`src/sv/wmc_pkg.sv`:
```
// ----------------------------------------------------------------------------
// wmc_pkg
// Shared constants and types for the windowed midpoint crossover signal.
// ----------------------------------------------------------------------------
`timescale 1ns / 1ps
`default_nettype none

package wmc_pkg;

    localparam int PRICE_W       = 32;
    localparam int HISTORY_DEPTH = 32;
    localparam int HIST_AW       = 5;
    localparam int SHORT_SPAN    = 9;
    localparam int LONG_SPAN     = 26;
    localparam int SEEN_W        = 6;
    localparam int PERIOD_W      = 6;
    localparam int SUM_W         = PRICE_W + HIST_AW;
    localparam int PL_W          = PRICE_W + 1;
    localparam int QUEUE_DEPTH   = 2;

    // configuration register indexes
    localparam logic [1:0] CFG_AVG_LEN    = 2'd0;
    localparam logic [1:0] CFG_MIN_SEED   = 2'd1;
    localparam logic [1:0] CFG_MAX_SEED   = 2'd2;

    localparam logic [PERIOD_W-1:0] AVG_LEN_RST    = 6'd4;
    localparam logic [PRICE_W-1:0]  MIN_SEED_RST   = 32'd50331648;
    localparam logic [PRICE_W-1:0]  MAX_SEED_RST   = 32'd0;

    typedef struct packed {
        logic [PERIOD_W-1:0] avg_len;
        logic [PRICE_W-1:0]  min_seed;
        logic [PRICE_W-1:0]  max_seed;
    } t_cfg;

    typedef struct packed {
        logic               valid;
        logic [PRICE_W-1:0] price;
    } t_head;

endpackage

`default_nettype wire

```
`src/sv/wmc_ram.sv`:
```
// ----------------------------------------------------------------------------
// wmc_ram
// Generic single-write, single-read RAM with registered read data.
// ----------------------------------------------------------------------------
`timescale 1ns / 1ps
`default_nettype none

module wmc_ram #(
    parameter int WIDTH = 32,
    parameter int DEPTH = 32
) (
    input  wire logic                     i_clk,
    input  wire logic                     i_we,
    input  wire logic [$clog2(DEPTH)-1:0] i_waddr,
    input  wire logic [WIDTH-1:0]         i_wdata,
    input  wire logic [$clog2(DEPTH)-1:0] i_raddr,
    output logic      [WIDTH-1:0]         o_rdata
);

    logic [WIDTH-1:0] r_mem [DEPTH];

    always_ff @(posedge i_clk) begin
        if (i_we) begin
            r_mem[i_waddr] <= i_wdata;
        end
        o_rdata <= r_mem[i_raddr];
    end

endmodule

`default_nettype wire

```
`src/sv/wmc_front.sv`:
```
// ----------------------------------------------------------------------------
// wmc_front
// Input side: accepts price items into a short queue for the back end.
// ----------------------------------------------------------------------------
`timescale 1ns / 1ps
`default_nettype none

module wmc_front import wmc_pkg::*; (
    input  wire logic               i_clk,
    input  wire logic               i_rst_n,
    input  wire logic               i_in_valid,
    output logic                    o_in_ready,
    input  wire logic [PRICE_W-1:0] i_close_price,
    output t_head                   o_head,
    input  wire logic               i_pop
);

    logic [PRICE_W-1:0] r_slot [QUEUE_DEPTH];
    logic               r_wr, r_rd;
    logic [1:0]         r_count;
    logic               push, pop;

    assign o_in_ready  = (r_count != 2'(QUEUE_DEPTH));
    assign push        = i_in_valid && o_in_ready;
    assign pop         = i_pop && (r_count != 2'd0);
    assign o_head.valid = (r_count != 2'd0);
    assign o_head.price = r_slot[r_rd];

    always_ff @(posedge i_clk) begin
        if (push) begin
            r_slot[r_wr] <= i_close_price;
        end
        if (!i_rst_n) begin
            r_wr    <= 1'b0;
            r_rd    <= 1'b0;
            r_count <= 2'd0;
        end else begin
            if (push) r_wr <= ~r_wr;
            if (pop)  r_rd <= ~r_rd;
            r_count <= r_count + 2'(push) - 2'(pop);
        end
    end

endmodule

`default_nettype wire

```
`src/sv/wmc_back.sv`:
```
// ----------------------------------------------------------------------------
// wmc_back
// Back end: history update, window scan, average divide, entry machines.
// ----------------------------------------------------------------------------
`timescale 1ns / 1ps
`default_nettype none

module wmc_back import wmc_pkg::*; (
    input  wire logic               i_clk,
    input  wire logic               i_rst_n,
    input  t_cfg                    i_cfg,
    input  t_head                   i_head,
    output logic                    o_pop,
    output logic                    o_out_valid,
    input  wire logic               i_out_ready,
    output logic [PRICE_W-1:0]      o_tenkan,
    output logic [PRICE_W-1:0]      o_kijun,
    output logic [PRICE_W-1:0]      o_average,
    output logic                    o_pl_valid,
    output logic signed [PL_W-1:0]  o_pl_amount,
    output logic                    o_pl_from_long
);

    localparam logic [1:0] S_IDLE = 2'd0;
    localparam logic [1:0] S_SCAN = 2'd1;
    localparam logic [1:0] S_DIV  = 2'd2;
    localparam logic [1:0] S_OUT  = 2'd3;

    logic [1:0]          r_state;
    logic [HIST_AW-1:0]  r_wp;
    logic [SEEN_W-1:0]   r_seen;
    logic [PRICE_W-1:0]  r_price, r_avg_hold;
    logic [HIST_AW:0]    r_k;
    logic [HIST_AW-1:0]  r_kd;
    logic                r_rdv;
    logic [PRICE_W-1:0]  r_s_hi, r_s_lo, r_l_hi, r_l_lo;
    logic [SUM_W-1:0]    r_sum;
    logic [PERIOD_W:0]   r_rem;
    logic [SEEN_W-1:0]   r_cnt;
    logic [2:0]          r_lstg, r_sstg;
    logic                r_lopen, r_sopen;
    logic [PRICE_W-1:0]  r_lentry, r_sentry;

    logic [HIST_AW-1:0]  n_wp;
    logic [PRICE_W-1:0]  rdata;
    logic [PERIOD_W-1:0] per;
    logic                avg_upd, load;
    logic [PERIOD_W:0]   trial;
    logic [PRICE_W-1:0]  ts, ks, sma;
    logic [2:0]          n_lstg, n_sstg;
    logic                n_lopen, n_sopen, plv, pll;
    logic [PRICE_W-1:0]  n_lentry, n_sentry;
    logic signed [PL_W-1:0] pl;

    assign o_pop = (r_state == S_IDLE) && i_head.valid;
    assign n_wp  = (r_seen != '0) ? r_wp + HIST_AW'(1) : r_wp;

    wmc_ram #(.WIDTH(PRICE_W), .DEPTH(HISTORY_DEPTH)) u_hist (
        .i_clk   (i_clk),
        .i_we    (o_pop),
        .i_waddr (n_wp),
        .i_wdata (i_head.price),
        .i_raddr (r_wp - r_k[HIST_AW-1:0]),
        .o_rdata (rdata)
    );

    assign per     = (i_cfg.avg_len == '0) ? PERIOD_W'(1) : i_cfg.avg_len;
    assign avg_upd = ({1'b0, per} <= (PERIOD_W+1)'(HISTORY_DEPTH))
                     && (r_seen >= per);
    assign trial   = {r_rem[PERIOD_W-1:0], r_sum[SUM_W-1]};
    assign load    = (r_state == S_OUT) && (!o_out_valid || i_out_ready);

    // indicators and the two entry machines, checks in fixed order
    always_comb begin
        logic [PRICE_W:0] s_add, l_add;
        logic act;
        s_add = {1'b0, r_s_hi} + {1'b0, r_s_lo};
        l_add = {1'b0, r_l_hi} + {1'b0, r_l_lo};
        ts  = (r_seen >= SEEN_W'(SHORT_SPAN)) ? s_add[PRICE_W:1] : '0;
        ks  = (r_seen >= SEEN_W'(LONG_SPAN))  ? l_add[PRICE_W:1] : '0;
        sma = avg_upd ? r_sum[PRICE_W-1:0] : r_avg_hold;
        act = (ts != '0) && (ks != '0) && (sma != '0);
        n_lstg = r_lstg;  n_lopen = r_lopen;  n_lentry = r_lentry;
        n_sstg = r_sstg;  n_sopen = r_sopen;  n_sentry = r_sentry;
        plv = 1'b0;  pll = 1'b0;  pl = '0;
        if (act) begin
            if (!r_lopen) begin
                if (ks < ts && ts < sma && n_lstg[2]) begin
                    n_lstg[2] = 1'b0;  n_lopen = 1'b1;  n_lentry = r_price;
                end
                if (ts < ks && ks < sma && n_lstg[1]) begin
                    n_lstg[1] = 1'b0;  n_lstg[2] = 1'b1;
                end
                if (ts < sma && sma < ks && n_lstg[0]) begin
                    n_lstg[0] = 1'b0;  n_lstg[1] = 1'b1;
                end
                if (sma < ts && ts < ks) n_lstg[0] = 1'b1;
            end else if (ks > ts) begin
                n_lopen = 1'b0;
                pl  = $signed({1'b0, r_lentry}) - $signed({1'b0, r_price});
                plv = 1'b1;  pll = 1'b1;
            end
            if (!r_sopen) begin
                if (ks > ts && ts > sma && n_sstg[2]) begin
                    n_sstg[2] = 1'b0;  n_sopen = 1'b1;  n_sentry = r_price;
                end
                if (ts > ks && ks > sma && n_sstg[1]) begin
                    n_sstg[1] = 1'b0;  n_sstg[2] = 1'b1;
                end
                if (ts > sma && sma > ks && n_sstg[0]) begin
                    n_sstg[0] = 1'b0;  n_sstg[1] = 1'b1;
                end
                if (sma > ts && ts > ks) n_sstg[0] = 1'b1;
            end else if (ks < ts) begin
                n_sopen = 1'b0;
                pl  = $signed({1'b0, r_price}) - $signed({1'b0, r_sentry});
                plv = 1'b1;  pll = 1'b0;
            end
        end
    end

    always_ff @(posedge i_clk) begin
        if (!i_rst_n) begin
            r_state    <= S_IDLE;
            r_wp       <= '0;
            r_seen     <= '0;
            r_avg_hold <= '0;
            r_lstg     <= '0;
            r_sstg     <= '0;
            r_lopen    <= 1'b0;
            r_sopen    <= 1'b0;
            r_lentry   <= '0;
            r_sentry   <= '0;
            r_rdv      <= 1'b0;
            o_out_valid <= 1'b0;
        end else begin
            if (load) begin
                o_out_valid <= 1'b1;
            end else if (o_out_valid && i_out_ready) begin
                o_out_valid <= 1'b0;
            end
            unique case (r_state)
                S_IDLE: begin
                    if (o_pop) begin
                        r_wp    <= n_wp;
                        r_price <= i_head.price;
                        if (r_seen != SEEN_W'(HISTORY_DEPTH)) r_seen <= r_seen + 1'b1;
                        r_s_hi <= i_cfg.max_seed;  r_s_lo <= i_cfg.min_seed;
                        r_l_hi <= i_cfg.max_seed;  r_l_lo <= i_cfg.min_seed;
                        r_sum  <= '0;
                        r_k    <= '0;
                        r_rdv  <= 1'b0;
                        r_state <= S_SCAN;
                    end
                end
                S_SCAN: begin
                    r_rdv <= (r_k != (HIST_AW+1)'(HISTORY_DEPTH));
                    r_kd  <= r_k[HIST_AW-1:0];
                    if (r_k != (HIST_AW+1)'(HISTORY_DEPTH)) r_k <= r_k + 1'b1;
                    if (r_rdv) begin
                        if (r_kd < HIST_AW'(SHORT_SPAN)) begin
                            if (rdata > r_s_hi) r_s_hi <= rdata;
                            if (rdata < r_s_lo) r_s_lo <= rdata;
                        end
                        if (r_kd < HIST_AW'(LONG_SPAN)) begin
                            if (rdata > r_l_hi) r_l_hi <= rdata;
                            if (rdata < r_l_lo) r_l_lo <= rdata;
                        end
                        if ({1'b0, r_kd} < per) r_sum <= r_sum + SUM_W'(rdata);
                        if (r_kd == HIST_AW'(HISTORY_DEPTH - 1)) begin
                            r_rem   <= '0;
                            r_cnt   <= '0;
                            r_state <= S_DIV;
                        end
                    end
                end
                S_DIV: begin
                    // restoring divide, one quotient bit per cycle
                    if (trial >= {1'b0, per}) begin
                        r_rem <= trial - {1'b0, per};
                        r_sum <= {r_sum[SUM_W-2:0], 1'b1};
                    end else begin
                        r_rem <= trial;
                        r_sum <= {r_sum[SUM_W-2:0], 1'b0};
                    end
                    r_cnt <= r_cnt + 1'b1;
                    if (r_cnt == SEEN_W'(SUM_W - 1)) r_state <= S_OUT;
                end
                S_OUT: begin
                    if (load) begin
                        r_avg_hold <= sma;
                        r_lstg <= n_lstg;  r_lopen <= n_lopen;  r_lentry <= n_lentry;
                        r_sstg <= n_sstg;  r_sopen <= n_sopen;  r_sentry <= n_sentry;
                        r_state <= S_IDLE;
                    end
                end
                default: r_state <= S_IDLE;
            endcase
        end
    end

    always_ff @(posedge i_clk) begin
        if (load) begin
            o_tenkan       <= ts;
            o_kijun        <= ks;
            o_average      <= sma;
            o_pl_valid     <= plv;
            o_pl_amount    <= pl;
            o_pl_from_long <= pll;
        end
    end

    a_seen_bound: assert property (@(posedge i_clk) disable iff (!i_rst_n)
        r_seen <= SEEN_W'(HISTORY_DEPTH)) else $error("history count overflow");
    a_long_open: assert property (@(posedge i_clk) disable iff (!i_rst_n)
        r_lopen |-> !r_lstg[2]) else $error("long stage set while open");
    a_short_open: assert property (@(posedge i_clk) disable iff (!i_rst_n)
        r_sopen |-> !r_sstg[2]) else $error("short stage set while open");
    a_load_src: assert property (@(posedge i_clk) disable iff (!i_rst_n)
        $rose(o_out_valid) |-> $past(r_state == S_OUT))
        else $error("result loaded outside output step");

endmodule

`default_nettype wire

```
`src/sv/windowed_midpoint_crossover_signal.sv`:
```
// ----------------------------------------------------------------------------
// windowed_midpoint_crossover_signal
// Midpoint and moving-average crossover signal generator over price items.
// ----------------------------------------------------------------------------
// Usage:
//  - Input channel (i_in_valid / o_in_ready): one close price per item,
//    unsigned Q8.24. A two-entry queue takes items while the back end works.
//  - Output channel (o_out_valid / i_out_ready): exactly one result item per
//    input item, in order: tenkan, kijun, average and the profit/loss report.
//  - Config channel (i_cfg_valid / o_cfg_ready, always ready): index 0 sets
//    the averaging length, 1 min_seed, 2 max_seed; other indexes are ignored.
//    Write only while the block is idle.
//  - Timing: each item passes through the back end in order: pop and write
//    the history RAM, scan all 32 history entries through the RAM's
//    registered read port, run the bit-serial average divide, then run the
//    entry machines and load the output register. The back end takes the next
//    item only after loading the last result; the queue holds items meanwhile.
//  - Reset (synchronous, active low) clears the queue, counters, positions
//    and configuration to defaults. The history RAM is not cleared.
//  - A stalled receiver holds the result; the back end then waits in its
//    output step and the queue fills, after which o_in_ready drops.
// ----------------------------------------------------------------------------
`timescale 1ns / 1ps
`default_nettype none

module windowed_midpoint_crossover_signal import wmc_pkg::*; (
    input  wire logic                 i_clk,
    input  wire logic                 i_rst_n,
    input  wire logic                 i_in_valid,
    output logic                      o_in_ready,
    input  wire logic [PRICE_W-1:0]   i_close_price,
    output logic                      o_out_valid,
    input  wire logic                 i_out_ready,
    output logic [PRICE_W-1:0]        o_tenkan,
    output logic [PRICE_W-1:0]        o_kijun,
    output logic [PRICE_W-1:0]        o_average,
    output logic                      o_pl_valid,
    output logic signed [PL_W-1:0]    o_pl_amount,
    output logic                      o_pl_from_long,
    input  wire logic                 i_cfg_valid,
    output logic                      o_cfg_ready,
    input  wire logic [1:0]           i_cfg_index,
    input  wire logic [PRICE_W-1:0]   i_cfg_data
);

    t_cfg  r_cfg;
    t_head head;
    logic  pop;

    assign o_cfg_ready = 1'b1;

    // configuration registers
    always_ff @(posedge i_clk) begin
        if (!i_rst_n) begin
            r_cfg.avg_len    <= AVG_LEN_RST;
            r_cfg.min_seed   <= MIN_SEED_RST;
            r_cfg.max_seed   <= MAX_SEED_RST;
        end else if (i_cfg_valid) begin
            case (i_cfg_index)
                CFG_AVG_LEN:    r_cfg.avg_len    <= i_cfg_data[PERIOD_W-1:0];
                CFG_MIN_SEED:   r_cfg.min_seed   <= i_cfg_data;
                CFG_MAX_SEED:   r_cfg.max_seed   <= i_cfg_data;
                default: ;
            endcase
        end
    end

    // front: item queue
    wmc_front u_front (
        .i_clk         (i_clk),
        .i_rst_n       (i_rst_n),
        .i_in_valid    (i_in_valid),
        .o_in_ready    (o_in_ready),
        .i_close_price (i_close_price),
        .o_head        (head),
        .i_pop         (pop)
    );

    // back: history, indicators, entry machines, output register
    wmc_back u_back (
        .i_clk          (i_clk),
        .i_rst_n        (i_rst_n),
        .i_cfg          (r_cfg),
        .i_head         (head),
        .o_pop          (pop),
        .o_out_valid    (o_out_valid),
        .i_out_ready    (i_out_ready),
        .o_tenkan       (o_tenkan),
        .o_kijun        (o_kijun),
        .o_average      (o_average),
        .o_pl_valid     (o_pl_valid),
        .o_pl_amount    (o_pl_amount),
        .o_pl_from_long (o_pl_from_long)
    );

endmodule

`default_nettype wire
```
`config.mk`:
```
export PLATFORM = sky130hd
export DESIGN_NAME = windowed_midpoint_crossover_signal
export DESIGN_NICKNAME = d
export VERILOG_FILES = /design/src/sv/wmc_pkg.sv /design/src/sv/wmc_ram.sv /design/src/sv/wmc_front.sv /design/src/sv/wmc_back.sv /design/src/sv/windowed_midpoint_crossover_signal.sv
export SDC_FILE = /design/constraint.sdc
export NUM_CORES = 2
export LEC_CHECK = 0
export ABC_AREA = 1
export ABC_CLOCK_PERIOD_IN_PS = 10740
export BUFFER_PORTS_ARGS = -buffer_cell sky130_fd_sc_hd__clkbuf_2
export CAP_MARGIN = 20
export CELL_PAD_IN_SITES_DETAIL_PLACEMENT = 2
export CELL_PAD_IN_SITES_GLOBAL_PLACEMENT = 2
export CORE_UTILIZATION = 42
export CTS_CLUSTER_SIZE = 25
export DETAILED_ROUTE_END_ITERATION = 12
export PLACE_DENSITY_LB_ADDON = 0.08
export RECOVER_POWER = 25
export SYNTH_ARGS = -nofsm -noshare
export SYNTH_HDL_FRONTEND = slang
export SYNTH_SLANG_ARGS = --single-unit
```
`constraint.sdc`:
```
create_clock -name i_clk -period 10.74 [get_ports i_clk]
set_input_delay 2.148 -clock i_clk [delete_from_list [all_inputs] [get_ports i_clk]]
set_output_delay 2.148 -clock i_clk [all_outputs]
set_load 0.01 [all_outputs]
```
-- Word level (Yosys, flattened, before mapping)
Memory sizes are Yosys's and may differ from the RTL's. A register that Yosys moved wholly into a read port is not among the register bits.
Index checks and enable logic that the tools add are counted.
- register bits after elaboration: 544
- memory bits (writable): 1088
- input port bits: 71
- output and inout port bits: 134
- logic and storage cells: 250
- memories kept: 2
- add/sub/neg operators: 13
- $lt $le $gt $ge: 24
- eq/ne operators: 23
- multiplexer cells: 78
- bitwise operators: 4
- reduce and logical (&&, ||, !) cells: 68
- memory list (name ; depth ; bits a word ; read ports ; clocked after memory_dff ; write ports ; RTL line ; RTL):
    u_back.u_hist.r_mem ; 32 ; 32 ; 1 ; 1 ; 1 ; wmc_ram.sv:20 ; logic [WIDTH-1:0] r_mem [DEPTH];
    u_front.r_slot ; 2 ; 32 ; 1 ; 1 ; 1 ; wmc_front.sv:18 ; logic [PRICE_W-1:0] r_slot [QUEUE_DEPTH];
- operator list (cell ; number):
    2-to-1 mux 32 bit ; 17
    > comparator 32 bit ; 8
    less-than comparator 32 bit ; 8
    one-hot mux 32 bit (2 select lines) ; 4
    2-to-1 mux 33 bit ; 4
    2-to-1 mux 37 bit ; 3
    one-hot mux 37 bit (3 select lines) ; 1
    nonzero test 32 bit ; 3
    adder 32 x 32 -> 33 bit ; 2
    subtractor 32 x 32 -> 33 bit ; 2
    AND reduction 5 bit ; 10
    2-to-1 mux 6 bit ; 8
    adder 37 x 32 -> 37 bit ; 1
    one-hot mux 6 bit (2 select lines) ; 3
    2-to-1 mux 1 bit ; 26
    != test 2 x 1 -> 1 bit, second input constant ; 12
    AND reduction 6 bit ; 4
    logical AND 1 bit ; 22
    nonzero test 2 bit ; 10
    adder 6 x 1 -> 6 bit, second input constant ; 3
    2-to-1 mux 2 bit ; 9
    AND reduction 2 bit ; 7
    != test 6 bit, second input constant ; 2
    AND reduction 3 bit ; 3
    29 further kinds ; 38

-- Logic depth before layout (Yosys ltp)
- depth in word-level cells: 12
- depth in mapped cells: 32
- mapped depth without buffers: 29

-- Modules after synthesis
Synthesis repeated with hierarchy kept, for this count alone.
- cell total of the unflattened synthesis: 8780
- area total of the unflattened synthesis: 83332.4 sq um
- by module, submodules not included (module ; instances ; cells an instance ; area an instance (sq um)):
    wmc_ram ; 1 ; 3536 ; 42405.7
    wmc_back ; 1 ; 4661 ; 35280.1
    windowed_midpoint_crossover_signal ; 1 ; 447 ; 2940.3
    wmc_front ; 1 ; 136 ; 2706.3

-- Worst setup path before layout
OpenSTA, ideal clock, no wires.
- kind: input-to-reg
- from: in i_rst_n
- to: reg u_back.r_sum[0], enable pin
- library setup time: 0.630 ns
- arrival time: 8.549 ns
- data required time: 10.110 ns
- path slack: 1.561 ns
- cell stages on the path: 5
- path buffers: 1
- cell sequence: clkbuf_1 inv_2 nor2_1 inv_1 a2111oi_0
- word-level cells in the longest chain between the ends: 1
- RTL lines (element ; RTL line ; RTL):
    start: declaration ; windowed_midpoint_crossover_signal.sv:28 ; input wire logic i_rst_n,
    AND reduction 5 bit (no source line) ; -- ;
    end signal: assignment ; wmc_back.sv:169 ; if ({1'b0, r_kd} < per) r_sum <= r_sum + SUM_W'(rdata);
    end signal: assignment ; wmc_back.sv:181 ; r_sum <= {r_sum[SUM_W-2:0], 1'b1};
    end signal: assignment ; wmc_back.sv:184 ; r_sum <= {r_sum[SUM_W-2:0], 1'b0};
    end: declaration ; wmc_back.sv:37 ; logic [SUM_W-1:0] r_sum;
No other way between the ends.
A chain may end at the register's enable or synchronous reset.

-- Worst setup path in the final report
- from: reg u_back.r_seen[0]
- to: reg u_back.o_pl_amount[28] (data pin)
- word-level cells in the longest chain between the ends: 7
- elaborated cells between the ends (all ways): 18
- those cells by class: order compare: 5; mux: 7; reduce/logical: 6
- RTL lines (element ; RTL line ; RTL):
    start: declaration ; wmc_back.sv:31 ; logic [SEEN_W-1:0] r_seen;
    start signal: assignment ; wmc_back.sv:147 ; if (r_seen != SEEN_W'(HISTORY_DEPTH)) r_seen <= r_seen + 1'b1;
    >= comparator 6 x 5 -> 1 bit or >= comparator 6 x 4 -> 1 bit (tied branches) ; wmc_back.sv:80, wmc_back.sv:79 ;
    2-to-1 mux 32 bit (on tied branches) ; wmc_back.sv:80, wmc_back.sv:79 ;
    > comparator 32 bit ; wmc_back.sv:98 ; end else if (ks > ts) begin
    2-to-1 mux 33 bit ; wmc_back.sv:98 ;
    2-to-1 mux 33 bit ; wmc_back.sv:87 ; if (!r_lopen) begin
    2-to-1 mux 33 bit ; wmc_back.sv:114 ; end else if (ks < ts) begin
    2-to-1 mux 33 bit ; wmc_back.sv:103 ; if (!r_sopen) begin
    end signal: assignment ; wmc_back.sv:208 ; o_pl_amount <= pl;
    end: declaration ; wmc_back.sv:20 ; output logic signed [PL_W-1:0] o_pl_amount,
Parallel ways exist; a longest one is shown, timed or not.

==> key figures <==
Critical path
  • Largest fanout on the critical path: 33
  • Worst R2R Setup Slack: 4.02 ns
  • FF-to-FF path depth: 19
  • WP data required: 11.46 ns
  • Setup crit end kind: flip-flop
  • Worst reg2reg startpoint: u_back.r_seen[0]
  • Crit path DAT: 7.44 ns
  • Crit path launch type: flip-flop
  • Reg2reg end: u_back.o_pl_amount[28]
  • CP Class: flip-flop to flip-flop

Logic synthesis
  • #FFs+latches synth: 1665
  • Synth Warn #: 0
  • Syn_area_per_cell: 10.6 µm²
  • Post-Syn Nets: 8006
  • Post-synth EDFFs: 1439
  • Sequential area share after synthesis: 59.7%
  • Library cells used by synthesis: 61
  • Post-Syn Area: 80000 µm²
  • Ys async rst share: 0%
  • Most used DFF post-synth: edfxtp_1
  • Post-Synthesis Cells: 7517

Final layout
  • Final core occ: 47.9%
  • Post-route cell area: 90200 µm²
  • Most frequent cells in the layout: edfxtp_1, nand2_1, inv_1
  • Share of layout cells above drive strength 1: 8.80%
  • Commonest non-fill, non-tap cell in the layout: edfxtp_1
  • # nets final: 8216
  • Number of fill cells in the layout: 19027
  • Area delta synth->final: 12.7%

Power and ir drop
  • P_leak: 36.2 nW
  • Pwr Total: 0.0270 W
  • Max VDD drop: 0.311 mV
  • PwrDens: 299 nW/µm²

Die
  • Num rows: 159
  • Area of the core: 188000 µm²
  • Starting Density: 42.5%
  • Die X: 438 µm
  • Die area: 192000 µm²
  • Die height: 438 µm
  • Ports: 205

Global route
  • Pin count of the biggest net entering global routing: 150
  • Gr usage total: 31.8%
  • Vias in the first global route: 66705
  • Initial antenna violation count: 13
  • First-pass GRT wire length: 450000 µm
  • GR Overflow Total: 0

Routing
  • Drt wl/cell: 29.7 µm
  • DRT Wirelength: 308000 µm
  • First-pass DRT Iterations: 7
  • Via density: 5.84
  • DRC: 0
  • Vias: 60666
  • DRT antenna net count: 0
  • Initial drt markers: 4310

STA
  • Relative slew slack: -41.6%
  • F_max: 149 MHz
  • Max-slew violation count: 509
  • Final period util: 62.5%
  • Fin Clk Skew: 0.0790 ns
  • Final setup TNS: 0 ns
  • RSZ-0062 raised after global routing: false
  • Min Clock Period, post-route: 6.72 ns
  • Setup Viol. Count Final: 0
  • Final Hold Viols: 0
  • Least-Margin Pin Slew: 2.12 ns

Clock tree
  • Post-CTS Hold Fix Bufs: 0
  • Later-pin clock latency in the skew report: 0.85 ns
  • Clock buffer depth: 3
  • H-Tree Depth: 4
  • Setup bufs post-CTS: 0
  • Clk slew on worst S/H paths: 0.06 ns
  • Root buf cell: clkbuf_16
  • CTS tree: done
  • CTS resizes: 0
  • Sink Count: 1665
  • CTS buffer count: 184

Worst hold path
  • Min-delay src: r_cfg[15]
  • Hold Path Sink: r_cfg[15]
  • Hold Path Class: flip-flop to flip-flop
  • Hold path depth: 2

Place
  • Buffers on Ports: 203
  • RD Place Congestion: 0.888
  • DP Wirelength: 208000 µm
  • Placed Instance Area: 84200 µm²

Status
  • Outcome: complete, but fails checks
  • Failing checks: capacitance limit, slew limit

Run
  • Max cap viols: 15
through the flow:
step | instances | hold WS (ns) | worst slack (ns)
after detailed placement | 10033 | 0.450 | 4.45
after global placement | 10033 | 0.437 | 4.77
final | 10383 | 0.456 | 4.02
after floorplan | 7517 | 0.424 | 1.56
after global routing | 10377 | 0.487 | 3.54
after CTS | 10374 | 0.459 | 4.35
synthesized netlist by cell type (9+ instances only):
cell type	instances	area (µm²)
a211oi_1	10	75.1
a21boi_0	10	75.1
a21o_1	16	120
a21oi_1	439	2200
a31oi_1	50	313
and3_1	35	219
buf_1	27	101
buf_2	20	100
buf_6	11	124
clkbuf_1	230	863
clkinv_1	9	33.8
dfxtp_1	226	4520
edfxtp_1	1439	43200
ha_1	411	5140
inv_1	815	3060
inv_2	36	135
mux2_2	32	360
mux2i_1	256	2560
nand2_1	1149	4310
nand2_2	13	81.3
nand3_1	327	1640
nand3b_1	14	105
nand4_1	58	363
nor2_1	772	2900
nor3_1	48	240
nor4_1	10	62.6
o211ai_1	17	128
o21a_1	31	233
o21ai_0	539	2700
o21ai_1	17	85.1
o21bai_1	15	113
o221ai_1	271	2370
o22ai_1	18	113
or2_2	16	100
xnor2_1	28	245
xor2_1	32	280
metal layers:
layer | wire [µm] | GRT usage [%]
met5 | 52 | 0
met4 | 14700 | 13.9
met3 | 13200 | 3.77
met2 | 158000 | 57.4
met1 | 123000 | 37.8
power by group:
group          internal (W)  switching [W]
clock               0.00357        0.00279
combinational       0.00320        0.00867
sequential          0.00820       0.000541
total                0.0150         0.0120
worst max-delay path by stage:
| stage | from | to | slack [ns] | depth (start not counted) |
|---|---|---|---|---|
| 2_1_floorplan | i_rst_n | u_back.r_sum[0] | 1.56 | 5 |
| 6_report | u_back.r_seen[0] | u_back.o_pl_amount[28] | 4.02 | 19 |
| 4_1_cts | r_cfg[66] | u_back.r_sentry[29] | 4.35 | 23 |
| 3_3_place_gp | u_back.r_l_hi[0] | u_back.o_pl_amount[32] | 4.77 | 24 |
| 5_1_grt | u_back.r_seen[0] | u_back.o_pl_amount[28] | 3.54 | 19 |
| 3_5_place_dp | r_cfg[66] | u_back.r_sentry[23] | 4.45 | 23 |
critical path, cell delays in order, from the launching register on:
cell and delay, ns:
dfxtp_1 0.36, inv_1 0.14, ha_1 0.16, o21ai_0 0.11, nand2_2 0.07, clkbuf_1 1.47, nand3_1 0.49, ha_1 0.47
nand2_1 0.07, nor4_1 0.72, and3_1 0.37, a21oi_1 0.09, nand2_1 0.30, nand2_1 0.23, nor2_1 0.15, buf_4 0.22
nand2_1 0.60, a21oi_1 0.32, o21ai_0 0.13, nand2_1 0.08
logic make-up (layout without fill, tap and decap cells):
family / count (synthesis) / after routing / synth area share (%)
AOI/OAI and AO/OA: 1458 / 1458 / 10.9
xor gates and xnor gates: 60 / 60 / 0.657
adders and majority gates: 418 / 418 / 6.61
buffers and inverters: 1152 / 1517 / 5.56
DFF: 1665 / 1665 / 59.7
muxes: 288 / 288 / 3.65
other: 1 / 7 / 0.00469
and+or+nand+nor: 2475 / 2475 / 12.9
state kept, by name, indices dropped and copies added, names as in the netlist, 6 cells and up, named ones only:
register               cells
r_cfg                     70
u_back.o_average          32
u_back.o_kijun            32
u_back.o_pl_amount        33
u_back.o_tenkan           32
u_back.r_avg_hold         32
u_back.r_cnt               6
u_back.r_k                 6
u_back.r_l_hi             32
u_back.r_l_lo             32
u_back.r_lentry           32
u_back.r_price            32
u_back.r_rem               6
u_back.r_s_hi             32
u_back.r_s_lo             32
u_back.r_seen              6
u_back.r_sentry           32
u_back.r_sum              37
u_back.u_hist.o_rdata     32
u_back.u_hist.r_mem     1024
u_front.r_slot            64
final cells by class:
cell class	count	area, µm²	share of cell area, %
multi-input combinational	4700	28200	31.3
antenna	6	15.0	0.0167
sequential	1665	47700	52.9
tap	2495	3120	3.46
inverter	860	3240	3.60
clock buffer	257	5090	5.65
clock inverter	84	861	0.955
timing repair buffer	316	1890	2.10
Power figures use the tool's default switching activity.
